$ cat config.mk
export PLATFORM = sky130hd
export DESIGN_NAME = wake_score_window_detector
export DESIGN_NICKNAME = d
export VERILOG_FILES = /design/src/rtl/wswd_pkg.sv /design/src/rtl/wake_score_window_detector.sv
export SDC_FILE = /design/constraint.sdc
export NUM_CORES = 1
export LEC_CHECK = 0
export BUFFER_PORTS_ARGS = -buffer_cell sky130_fd_sc_hd__buf_2
export CAP_MARGIN = 20
export CORE_MARGIN = 1.5
export CORE_UTILIZATION = 58
export DETAILED_ROUTE_END_ITERATION = 10
export HOLD_SLACK_MARGIN = 0.06
export PLACE_DENSITY_LB_ADDON = 0.15
export SLEW_MARGIN = 20
export SYNTH_ARGS = -nofsm -noshare
export SYNTH_HDL_FRONTEND = slang
export SYNTH_SLANG_ARGS = --single-unit
$ cat constraint.sdc
create_clock -name i_clk -period 13.85 [get_ports i_clk]
set_clock_uncertainty 0.1 [all_clocks]
set_input_delay 2.0775 -clock i_clk [delete_from_list [all_inputs] [get_ports i_clk]]
set_output_delay 2.0775 -clock i_clk [all_outputs]
set_load 0.02 [all_outputs]
$ cat src/rtl/wswd_pkg.sv
// shared widths, register indexes and reset values of the wake score window detector
package wswd_pkg;

    localparam int SCORE_W   = 8;
    localparam int THR_W     = 8;
    localparam int WLEN_W    = 5;
    localparam int COOL_W    = 10;
    localparam int CFG_IDX_W = 2;
    localparam int CFG_DAT_W = 10;

    typedef enum logic [CFG_IDX_W-1:0] {
        CFG_THRESHOLD = 2'd0,
        CFG_WIN_LEN   = 2'd1,
        CFG_COOLOFF   = 2'd2
    } t_cfg_idx;

    localparam logic [THR_W-1:0]  THR_RST  = 8'd128;
    localparam logic [WLEN_W-1:0] WLEN_RST = 5'd5;
    localparam logic [COOL_W-1:0] COOL_RST = 10'd100;

endpackage

$ cat src/rtl/wake_score_window_detector.sv
// wake score window detector: running window sum, threshold test and cool-off counter
// an accepted score's result is registered in the output register in the next cycle
// throughput: one score per cycle while no sweep runs and the output is not stalled
// the window sum is kept as a running total; after reset and each window length write
//   it is rebuilt from the ring, one entry per cycle, and no score is taken meanwhile
// reset: synchronous active low; ring reads as zeros, cool-off loaded with 100
module wake_score_window_detector #(
    parameter int RING_DEPTH = 16
) (
    input  logic                                i_clk,
    input  logic                                i_rst_n,
    input  logic                                i_score_valid,
    output logic                                o_score_ready,
    input  logic [wswd_pkg::SCORE_W-1:0]        i_score,
    output logic                                o_result_valid,
    input  logic                                i_result_ready,
    output logic                                o_detected,
    output logic                                o_cooling_down,
    input  logic                                i_cfg_valid,
    output logic                                o_cfg_ready,
    input  logic [wswd_pkg::CFG_IDX_W-1:0]      i_cfg_index,
    input  logic [wswd_pkg::CFG_DAT_W-1:0]      i_cfg_data
);

    localparam int PTR_W  = (RING_DEPTH > 1) ? $clog2(RING_DEPTH) : 1;
    localparam int LEN_W  = $clog2(RING_DEPTH + 1);
    localparam int LW     = (LEN_W > wswd_pkg::WLEN_W) ? LEN_W : wswd_pkg::WLEN_W;
    localparam int CW     = LW + 1;
    localparam int SUM_W  = $clog2(RING_DEPTH * 255 + 1);
    localparam int PROD_W = wswd_pkg::THR_W + CW;
    localparam int CMP_W  = (SUM_W > PROD_W) ? SUM_W : PROD_W;

    logic [wswd_pkg::THR_W-1:0]   r_thr;
    logic [wswd_pkg::WLEN_W-1:0]  r_win_len;
    logic [wswd_pkg::COOL_W-1:0]  r_cool_cfg;

    logic [wswd_pkg::SCORE_W-1:0] r_ring [RING_DEPTH];
    logic [RING_DEPTH-1:0]        r_ring_vld;
    logic [wswd_pkg::SCORE_W-1:0] r_rd_data;
    logic [PTR_W-1:0]             r_rd_addr;

    logic [PTR_W-1:0]             r_ptr;
    logic [wswd_pkg::COOL_W-1:0]  r_cool;
    logic [SUM_W-1:0]             r_total;
    logic                         r_sweep;
    logic [CW-1:0]                r_cnt;

    logic                         r_res_valid;
    logic                         r_detected;
    logic                         r_cooling;

    logic [CW-1:0]                eff_len;
    logic [PTR_W-1:0]             p1;
    logic [PTR_W-1:0]             p2;
    logic [PTR_W-1:0]             rd_addr;
    logic [wswd_pkg::SCORE_W-1:0] rd_val;
    logic                         score_acc;
    logic                         cfg_acc;
    logic                         wlen_wr;
    logic                         sweep_rd;
    logic [SUM_W-1:0]             n_total;
    logic [PROD_W-1:0]            limit;
    logic                         eval;
    logic                         hit;
    logic [wswd_pkg::COOL_W-1:0]  n_cool;

    function automatic logic [PTR_W-1:0] adv(input logic [PTR_W-1:0] p,
                                             input logic [CW-1:0] len);
        logic [CW-1:0] nx;
        nx = CW'(p) + CW'(1);
        if (nx >= len) begin
            return '0;
        end
        return nx[PTR_W-1:0];
    endfunction

    always_comb begin
        if (r_win_len == '0) begin
            eff_len = CW'(1);
        end else if (CW'(r_win_len) > CW'(RING_DEPTH)) begin
            eff_len = CW'(RING_DEPTH);
        end else begin
            eff_len = CW'(r_win_len);
        end
    end

    assign o_cfg_ready   = 1'b1;
    assign cfg_acc       = i_cfg_valid && o_cfg_ready;
    assign wlen_wr       = cfg_acc && (i_cfg_index == wswd_pkg::CFG_WIN_LEN);
    assign o_score_ready = !r_sweep && (!r_res_valid || i_result_ready);
    assign score_acc     = i_score_valid && o_score_ready;

    assign p1       = adv(r_ptr, eff_len);
    assign p2       = adv(p1, eff_len);
    assign sweep_rd = r_sweep && (r_cnt < eff_len);
    assign rd_addr  = sweep_rd ? r_cnt[PTR_W-1:0] : (score_acc ? p2 : p1);
    assign rd_val   = r_ring_vld[r_rd_addr] ? r_rd_data : '0;

    // running total with the old entry at the write slot swapped for the new score
    assign n_total = r_total - SUM_W'(rd_val) + SUM_W'(i_score);
    assign limit   = PROD_W'(r_thr) * PROD_W'(eff_len);
    assign eval    = (i_score >= r_thr) && (r_cool == '0);
    assign hit     = eval && (CMP_W'(n_total) > CMP_W'(limit));

    always_comb begin
        if (hit) begin
            n_cool = r_cool_cfg;
        end else if (r_cool != '0) begin
            n_cool = r_cool - 1'b1;
        end else begin
            n_cool = r_cool;
        end
    end

    // ring storage with a registered read port and write bypass
    always_ff @(posedge i_clk) begin
        if (score_acc) begin
            r_ring[p1] <= i_score;
        end
        if (score_acc && (p1 == rd_addr)) begin
            r_rd_data <= i_score;
        end else begin
            r_rd_data <= r_ring[rd_addr];
        end
        r_rd_addr <= rd_addr;
    end

    always_ff @(posedge i_clk) begin
        if (!i_rst_n) begin
            r_thr       <= wswd_pkg::THR_RST;
            r_win_len   <= wswd_pkg::WLEN_RST;
            r_cool_cfg  <= wswd_pkg::COOL_RST;
            r_ring_vld  <= '0;
            r_ptr       <= '0;
            r_cool      <= wswd_pkg::COOL_RST;
            r_total     <= '0;
            r_sweep     <= 1'b1;
            r_cnt       <= '0;
            r_res_valid <= 1'b0;
            r_detected  <= 1'b0;
            r_cooling   <= 1'b0;
        end else begin
            if (score_acc) begin
                r_res_valid <= 1'b1;
            end else if (i_result_ready) begin
                r_res_valid <= 1'b0;
            end

            // rebuild the window total one entry per cycle
            if (r_sweep && !wlen_wr) begin
                if (r_cnt == '0) begin
                    r_total <= '0;
                end else begin
                    r_total <= r_total + SUM_W'(rd_val);
                end
                if (r_cnt == eff_len) begin
                    r_sweep <= 1'b0;
                end else begin
                    r_cnt <= r_cnt + 1'b1;
                end
            end

            if (score_acc) begin
                r_ptr       <= p1;
                r_cool      <= n_cool;
                r_detected  <= hit;
                r_cooling   <= (n_cool != '0);
                if (hit) begin
                    r_ring_vld <= '0;
                    r_total    <= '0;
                end else begin
                    r_ring_vld[p1] <= 1'b1;
                    r_total        <= n_total;
                end
            end

            if (cfg_acc) begin
                unique case (i_cfg_index)
                    wswd_pkg::CFG_THRESHOLD: begin
                        r_thr <= i_cfg_data[wswd_pkg::THR_W-1:0];
                    end
                    wswd_pkg::CFG_WIN_LEN: begin
                        r_win_len <= i_cfg_data[wswd_pkg::WLEN_W-1:0];
                        r_sweep   <= 1'b1;
                        r_cnt     <= '0;
                    end
                    wswd_pkg::CFG_COOLOFF: begin
                        r_cool_cfg <= i_cfg_data[wswd_pkg::COOL_W-1:0];
                    end
                    default: begin
                    end
                endcase
            end
        end
    end

    assign o_result_valid = r_res_valid;
    assign o_detected     = r_detected;
    assign o_cooling_down = r_cooling;

endmodule

==> results by group, run 1 <==
Synthesis
  – Syn_nets: 1200
  – Avg Inst Size Synth: roughly 11 um^2
  – Post-synth EDFFs: ~130
  – Async SR Flop Fraction: 0
  – Netlist cell types: 70
  – Most common flop cell mapped by yosys: edfxtp_1
  – Synth Register Bits: 207
  – Yosys warning count: 0
  – Post-Synthesis Cells: ~1100
  – Post-synthesis sequential area ratio: 0.4571
  – Synthesized area: 11870 um^2

Route
  – Total wire length: approximately 27000 um
  – TritonRoute pass-1 iters: 5
  – Antenna-violating nets left: 0
  – Via Count: about 8200
  – Iteration-0 DRC Markers: 670
  – WL/cell: 19.42 um
  – Vias per inst: between 5 and 6
  – DRC: 0

STA
  – Final setup violating endpoints: 0
  – Post-route setup slack: 6.604 ns
  – Final hold vios: 0
  – Setup total negative slack: 0 ns
  – Worst-Margin Slew: 0.9368 ns
  – FMAX: 0.1380 GHz
  – Slew margin rel.: 0.3688
  – RSZ-0062 raised after global routing: no
  – Minimum clock period: 7.246 ns
  – Crit share post-route: 0.5232
  – Max-slew violations: 0

Floorplanning
  – Total I/O pin count: 30
  – # rows: 52
  – Die Width: roughly 150 um
  – Full die area: about 21000 um^2
  – DIE HEIGHT: about 150 um
  – Core area: 20170 um^2
  – Initial Util: 0.5884

Clock tree
  – CTS tree: done
  – H-tree depth: 1
  – Clk Latency, worst-skew pair: 0.52 ns
  – Post-cts gate resize count: 0
  – Max clock buf depth: 3
  – # hold bufs at CTS: 0
  – Post-CTS Setup Bufs: 0
  – CTS buffer count: 23
  – Root Driver: clkbuf_16
  – Clk slew on worst S/H paths: 0.06 ns
  – CTS sink count: ~210

Critical path
  – Crit path launch type: register
  – CP Max Fanout: 36
  – Setup CP Type: register to register
  – Crit-path max cell delay: 0.73 ns
  – CP max-delay cell: o21ai_0
  – Worst setup EP type: register
  – Worst Path Required: 14.16 ns
  – CP Data Arrival Time: between 7 and 8 ns
  – Worst path top cell family by delay: compound AO/OA/AOI/OAI gates
  – Worst Path Buf+Inv: 3
  – Crit-path cells: buf_4 > mux4_2 > mux2_2 > o21ai_0 > nor2b_1 > fa_1 > inv_1 > fa_1 > a21o_1 > a21boi_0 > o311ai_0 > nor4_1 > nor3_1 > xnor2_1 > inv_1 > ha_1 > and4_1 > nand3_1 > a31oi_1 > o221a_4 > nand3_4 > o21a_1 > o21a_1

Power and ir drop
  – Leakage: approximately 0.0051 uW
  – Peak supply drop: 106.1 uV
  – Power Dens Cells: between 100 and 150 nW/um^2

Place
  – I/O Buffers: 28
  – Setup WS pre-CTS: 6.614 ns
  – Final GP Congestion: 0.8506
  – Final HPWL DP: between 15000 and 20000 um

GRT
  – First-pass GRT wire length: around 43000 um
  – GRT Total Usage: 0.2565
  – Antenna violations before repair: 0
  – Grt total ovfl: 0
  – Largest net degree at the start of global routing: 40
  – Vias in the first global route: 8049

Hold path
  – Worst Hold Class: register to register

Final layout
  – Final net count: 1229
  – Filler Cells Inserted: 1610
  – Sequential cell area: 5426 um^2
  – Finished Core Util: 0.6481
  – Area Overhead vs Synth: 10.15%
  – Ant. Diodes: 0
  – Multi-input gate area: 5887 um^2
  – Share of layout cells above drive strength 1: 0.1255

Flow run
  – Max Cap Viol: 0

Run status
  – Outcome: complete, no violations
==> metrics by stage <==
step                power (uW)  area (um^2)  instances  hold slack (ns)
floorplan                 1033        11870       1055           0.3354
global placement          1127        12300       1328           0.3445
detailed placement        1133        12300       1328           0.3508
CTS                       1737        13060       1369           0.3641
global route              1820        13070       1370           0.3713
finish                    1730        13070       1370           0.3645
==> layout make-up <==
cell class                      count  area share
Tap cell                          270     0.02584
Sequential cell                   207      0.4151
Multi-Input combinational cell    700      0.4503
Clock buffer                       29     0.04575
Clock inverter                     12     0.01177
Inverter                          107     0.03072
Timing Repair Buffer               45     0.02048
==> flip-flops by register name, indices dropped and copies added, names as in the netlist, 4 cells and up <==
signal	count
r_cool_cfg	10
r_ring_vld	16
r_win_len	5
r_rd_addr	4
r_ptr	4
r_ring	128
r_thr	8
r_cnt	6
r_total	12
r_cool	10
==> layout by cell type (no fill, tap or decap), types with 28 or more instances in the layout <==
cell,instances
nand2_1,61
o21ai_0,33
inv_1,103
nor2_1,95
nor3_1,34
mux4_2,44
nand3_1,28
ha_1,92
a21oi_1,50
buf_2,28
edfxtp_1,128
fa_1,28
dfxtp_1,78
==> worst paths after layout <==
check | endpoint | start | cells past startpoint | slack (ns)
setup / recovery | r_ring_vld[8] | r_rd_addr[0] | 23 | 6.60
hold / removal | r_ring_vld[2] | r_ring_vld[2] | 1 | 0.36
setup reg to reg | r_ring_vld[8] | r_rd_addr[0] | 23 | 6.60
hold reg to reg | r_ring_vld[2] | r_ring_vld[2] | 1 | 0.36
==> power by group <==
group | internal [uW] | switching [uW]
sequential | 668 | 20.0
combinational | 197 | 238
clock | 364 | 243
total | 1230 | 501
==> layer usage <==
| metal | GRT usage | routed length (um) |
|---|---|---|
| met2 | 0.4243 | 12630 |
| met3 | 0.03875 | 1558 |
| met1 | 0.3672 | 12120 |
| met4 | 0.04545 | 293 |
| met5 | 0 | 0 |
==> cells by family after synthesis <==
family / synth area share
AOI/OAI and AO/OA: 0.1052
xor gates and xnor gates: 0.02214
adders and majority gates: 0.1442
buffers and inverters: 0.04923
DFF: 0.4571
muxes: 0.09752
other: 0.0003160
and+or+nand+nor: 0.1242
==> cells in the mapped netlist, types with 3 or more instances <==
| library cell | number | area [um^2] |
|---|---|---|
| nand2b_1 | 3 | 18.77 |
| nand2_1 | 61 | 229.0 |
| and2_1 | 8 | 50.05 |
| and4_1 | 3 | 26.28 |
| a31oi_1 | 10 | 62.56 |
| ha_1 | 92 | 1151 |
| inv_1 | 103 | 386.6 |
| nand4_1 | 11 | 68.82 |
| and3_1 | 4 | 25.02 |
| nor2_1 | 96 | 360.4 |
| nor3_1 | 37 | 185.2 |
| mux2_2 | 5 | 56.30 |
| nor2b_1 | 19 | 118.9 |
| nor4_1 | 10 | 62.56 |
| dfxtp_1 | 79 | 1582 |
| buf_1 | 4 | 15.01 |
| a221oi_1 | 7 | 61.31 |
| nand3_1 | 28 | 140.1 |
| a21o_1 | 8 | 60.06 |
| o21a_1 | 24 | 180.2 |
| mux4_2 | 44 | 991.0 |
| edfxtp_1 | 128 | 3844 |
| and4b_1 | 4 | 40.04 |
| a21oi_1 | 50 | 250.2 |
| xor2_1 | 10 | 87.58 |
| xnor2_1 | 20 | 175.2 |
| buf_2 | 8 | 40.04 |
| nor3b_1 | 4 | 30.03 |
| fa_1 | 28 | 560.5 |
| clkinv_1 | 3 | 11.26 |
| or3_1 | 4 | 25.02 |
| o221ai_1 | 3 | 26.28 |
| o211ai_1 | 7 | 52.55 |
| o21ai_0 | 33 | 165.2 |
| mux2i_1 | 11 | 110.1 |
| clkbuf_1 | 26 | 97.59 |
| o21bai_1 | 6 | 45.04 |
| a211oi_1 | 15 | 112.6 |
==> worst reg2reg max path: stages, from the launching register on <==
cell and delay, ns:
dfxtp_2 0.31, buf_4 0.57, mux4_2 0.60, mux2_2 0.28
o21ai_0 0.73, nor2b_1 0.24, fa_1 0.54, inv_1 0.07
fa_1 0.46, a21o_1 0.19, a21boi_0 0.23, o311ai_0 0.22
nor4_1 0.21, nor3_1 0.11, xnor2_1 0.19, inv_1 0.07
ha_1 0.29, and4_1 0.19, nand3_1 0.10, a31oi_1 0.19
o221a_4 0.25, nand3_4 0.28, o21a_1 0.51, o21a_1 0.20
Power figures use the tool's default switching activity.
==> run 2: changes to the inputs <==
==> constraint.sdc (replaced) <==
create_clock -name i_clk -period 6.73 [get_ports i_clk]
set_clock_uncertainty 0.1 [all_clocks]
set_input_delay 1.0095 -clock i_clk [delete_from_list [all_inputs] [get_ports i_clk]]
set_output_delay 1.0095 -clock i_clk [all_outputs]
set_load 0.02 [all_outputs]
==> run 2 against run 1 <==
Effect of this change:
- sequential power grew 100%
- first-iteration DRC count fell by 0.15%
- design area rose by 1.2%
- via count is 1.7% higher
- critical endpoint is now r_total[9]
==> results by group, run 2 (synthesized netlist as in run 1, its figures left out) <==
Route
  – Vias per inst: 6.064 (+1.1%)
  – TritonRoute pass-1 iters: 5 (unchanged)
  – Total wire length: 28110 um (+5.7%)
  – Via Count: 8356 (+1.7%)
  – Iteration-0 DRC Markers: 669 (-0.15%)
  – Antenna-violating nets left: 0 (unchanged)
  – DRC: 0 (unchanged)
  – WL/cell: 20.40 um (+5.1%)

Critical path
  – Crit-path cells: buf_12 > mux4_2 > mux4_2 > nor2b_1 > fa_1 > inv_1 > fa_1 > a21o_1 > a21boi_0 > o311ai_0 > nor4_1 > nor3_1 > xnor2_1 > inv_1 > ha_1 > and4_1 > nand3_1 > a31oi_1 > o221a_4 > nand3_4 > and4b_1 > o31a_1
  – Worst Path Required: 7.03 ns (-7.13 ns)
  – CP Data Arrival Time: 6.60 ns (-0.96 ns)
  – Worst Path Buf+Inv: 3 (unchanged)
  – CP Max Fanout: 16 (-56%)
  – Worst path top cell family by delay: compound AO/OA/AOI/OAI gates
  – Worst setup EP type: register
  – Setup CP Type: register to register
  – Crit path launch type: register
  – CP max-delay cell: mux4_2
  – Crit-path max cell delay: 0.53 ns (-0.20 ns)

Final layout
  – Filler Cells Inserted: 1554 (-3.5%)
  – Ant. Diodes: 0 (unchanged)
  – Largest registers: r_ring x128, r_ring_vld x16, r_total x12
  – Largest register FFs: 128 (unchanged)
  – Commonest non-fill, non-tap cell in the layout: edfxtp_1
  – Largest reg by FF count: r_ring
  – Sequential cell area: 5429 um^2 (about the same)
  – Final non-filler cell total: 1378 (+0.58%)
  – Most frequent cells in the layout: edfxtp_1 (128), inv_1 (103), nor2_1 (95), ha_1 (92), dfxtp_1 (78)
  – Multi-input gate area: 5888 um^2 (about the same)
  – Area Overhead vs Synth: 11.47%
  – Final net count: 1236 (+0.57%)
  – Share of layout cells above drive strength 1: 0.1354 (+0.009925)

Floorplanning
  – Die Width: 146.0 um (unchanged)
  – Core area: 20170 um^2 (unchanged)
  – # rows: 52 (unchanged)
  – DIE HEIGHT: 146.0 um (unchanged)
  – Initial Util: 0.5884 (unchanged)
  – Total I/O pin count: 30 (unchanged)
  – Full die area: 21330 um^2 (unchanged)

Hold path
  – Worst Hold Class: register to register

Clock tree
  – Post-cts gate resize count: 0 (unchanged)
  – Clk slew on worst S/H paths: 0.06 ns (about the same)
  – Root Driver: clkbuf_16
  – CTS sink count: 207 (unchanged)
  – # hold bufs at CTS: 0 (unchanged)
  – Clk Latency, worst-skew pair: 0.52 ns (about the same)
  – Max clock buf depth: 3 (unchanged)
  – H-tree depth: 1 (unchanged)
  – Post-CTS Setup Bufs: 0 (unchanged)
  – CTS buffer count: 23 (unchanged)
  – CTS tree: done

STA
  – Setup total negative slack: 0 ns (unchanged)
  – Minimum clock period: 6.301 ns (-0.9449 ns)
  – Final setup violating endpoints: 0 (unchanged)
  – Max-slew violations: 0 (unchanged)
  – Slew margin rel.: 0.3060 (-0.06284)
  – Worst-Margin Slew: 1.035 ns (+0.09851 ns)
  – RSZ-0062 raised after global routing: no
  – Final hold vios: 0 (unchanged)
  – FMAX: 0.1587 GHz (+15%)
  – Post-route setup slack: 0.4292 ns (-6.175 ns)
  – Crit share post-route: 0.9362 (+0.4131)

Run status
  – Outcome: complete, no violations

GRT
  – Grt total ovfl: 0 (unchanged)
  – GRT Total Usage: 0.2664 (+0.009936)
  – Antenna violations before repair: 0 (unchanged)
  – Vias in the first global route: 8049 (unchanged)
  – Largest net degree at the start of global routing: 40 (unchanged)
  – First-pass GRT wire length: 44560 um (+4.2%)

Power and ir drop
  – Peak supply drop: 265.5 uV (+150%)
  – Leakage: 0.005158 uW (+1.8%)
  – Power Dens Cells: 279.6 nW/um^2 (+110%)

Place
  – Final GP Congestion: 0.8346 (-1.9%)
  – Setup WS pre-CTS: 0.3074 ns (-6.306 ns)
  – Final HPWL DP: 19260 um (+2.0%)
  – I/O Buffers: 28 (unchanged)
  – # placed instances: 1335 (+0.53%)

Flow run
  – Max Cap Viol: 0 (unchanged)
[run 2: cell count changes in the layout (fill, tap and decap cells not counted), sizes merged]
cell,change
buf,+6
bufinv,+2
clkbuf,-3
clkinv,+4
clkinvlp,-2
inv,+1
[run 2: final cells by class]
cell class	count	share of cell area
clock inverter	17	0.01712
clock buffer	25	0.04407
sequential	207	0.4104
timing repair buffer	52	0.02743
inverter	107	0.03036
multi-input combinational	700	0.4451
tap	270	0.02554
[run 2: path summary, 6_finish.rpt]
check / startpoint / endpoint / slack [ns] / cells after the start
setup / recovery: r_rd_addr[0] / r_total[9] / 0.43 / 22
hold / removal: r_ring_vld[11] / r_ring_vld[11] / 0.36 / 1
setup reg to reg: r_rd_addr[0] / r_total[9] / 0.43 / 22
hold reg to reg: r_ring_vld[11] / r_ring_vld[11] / 0.36 / 1
[run 2: through the flow]
stage	power, uW	hold slack [ns]	cell area [um^2]	utilization
after detailed placement	2349	0.3529	12380	0.6139
after CTS	3695	0.3662	13190	0.6540
after floorplan	2126	0.3354	11870	-
after global routing	3882	0.3908	13230	0.6559
final	3699	0.3642	13230	0.6559
after global placement	2342	0.3449	12380	0.6139
[run 2: worst reg2reg max path, cell delays in order (launching register included)]
cell and delay, ns:
dfxtp_4 0.45, buf_12 0.22, mux4_2 0.54, mux4_2 0.48
nor2b_1 0.20, fa_1 0.49, inv_1 0.07, fa_1 0.46
a21o_1 0.20, a21boi_0 0.23, o311ai_0 0.22, nor4_1 0.23
nor3_1 0.11, xnor2_1 0.20, inv_1 0.07, ha_1 0.28
and4_1 0.20, nand3_1 0.12, a31oi_1 0.23, o221a_4 0.26
nand3_4 0.21, and4b_1 0.31, o31a_1 0.29
[run 2: per-layer routing]
layer  GRT usage  part of all wire  vias to the layer above
met1      0.3947              0.44                     4084
met2      0.4229              0.47                      310
met3     0.04094             0.076                       25
met5           0                 0                        -
li1            -                 -                     3937
met4     0.05202             0.011                        0
[run 2: where the power goes]
| group | switching (uW) | internal (uW) |
|---|---|---|
| Sequential | 38.8 | 1380 |
| Clock | 524 | 824 |
| Combinational | 512 | 425 |
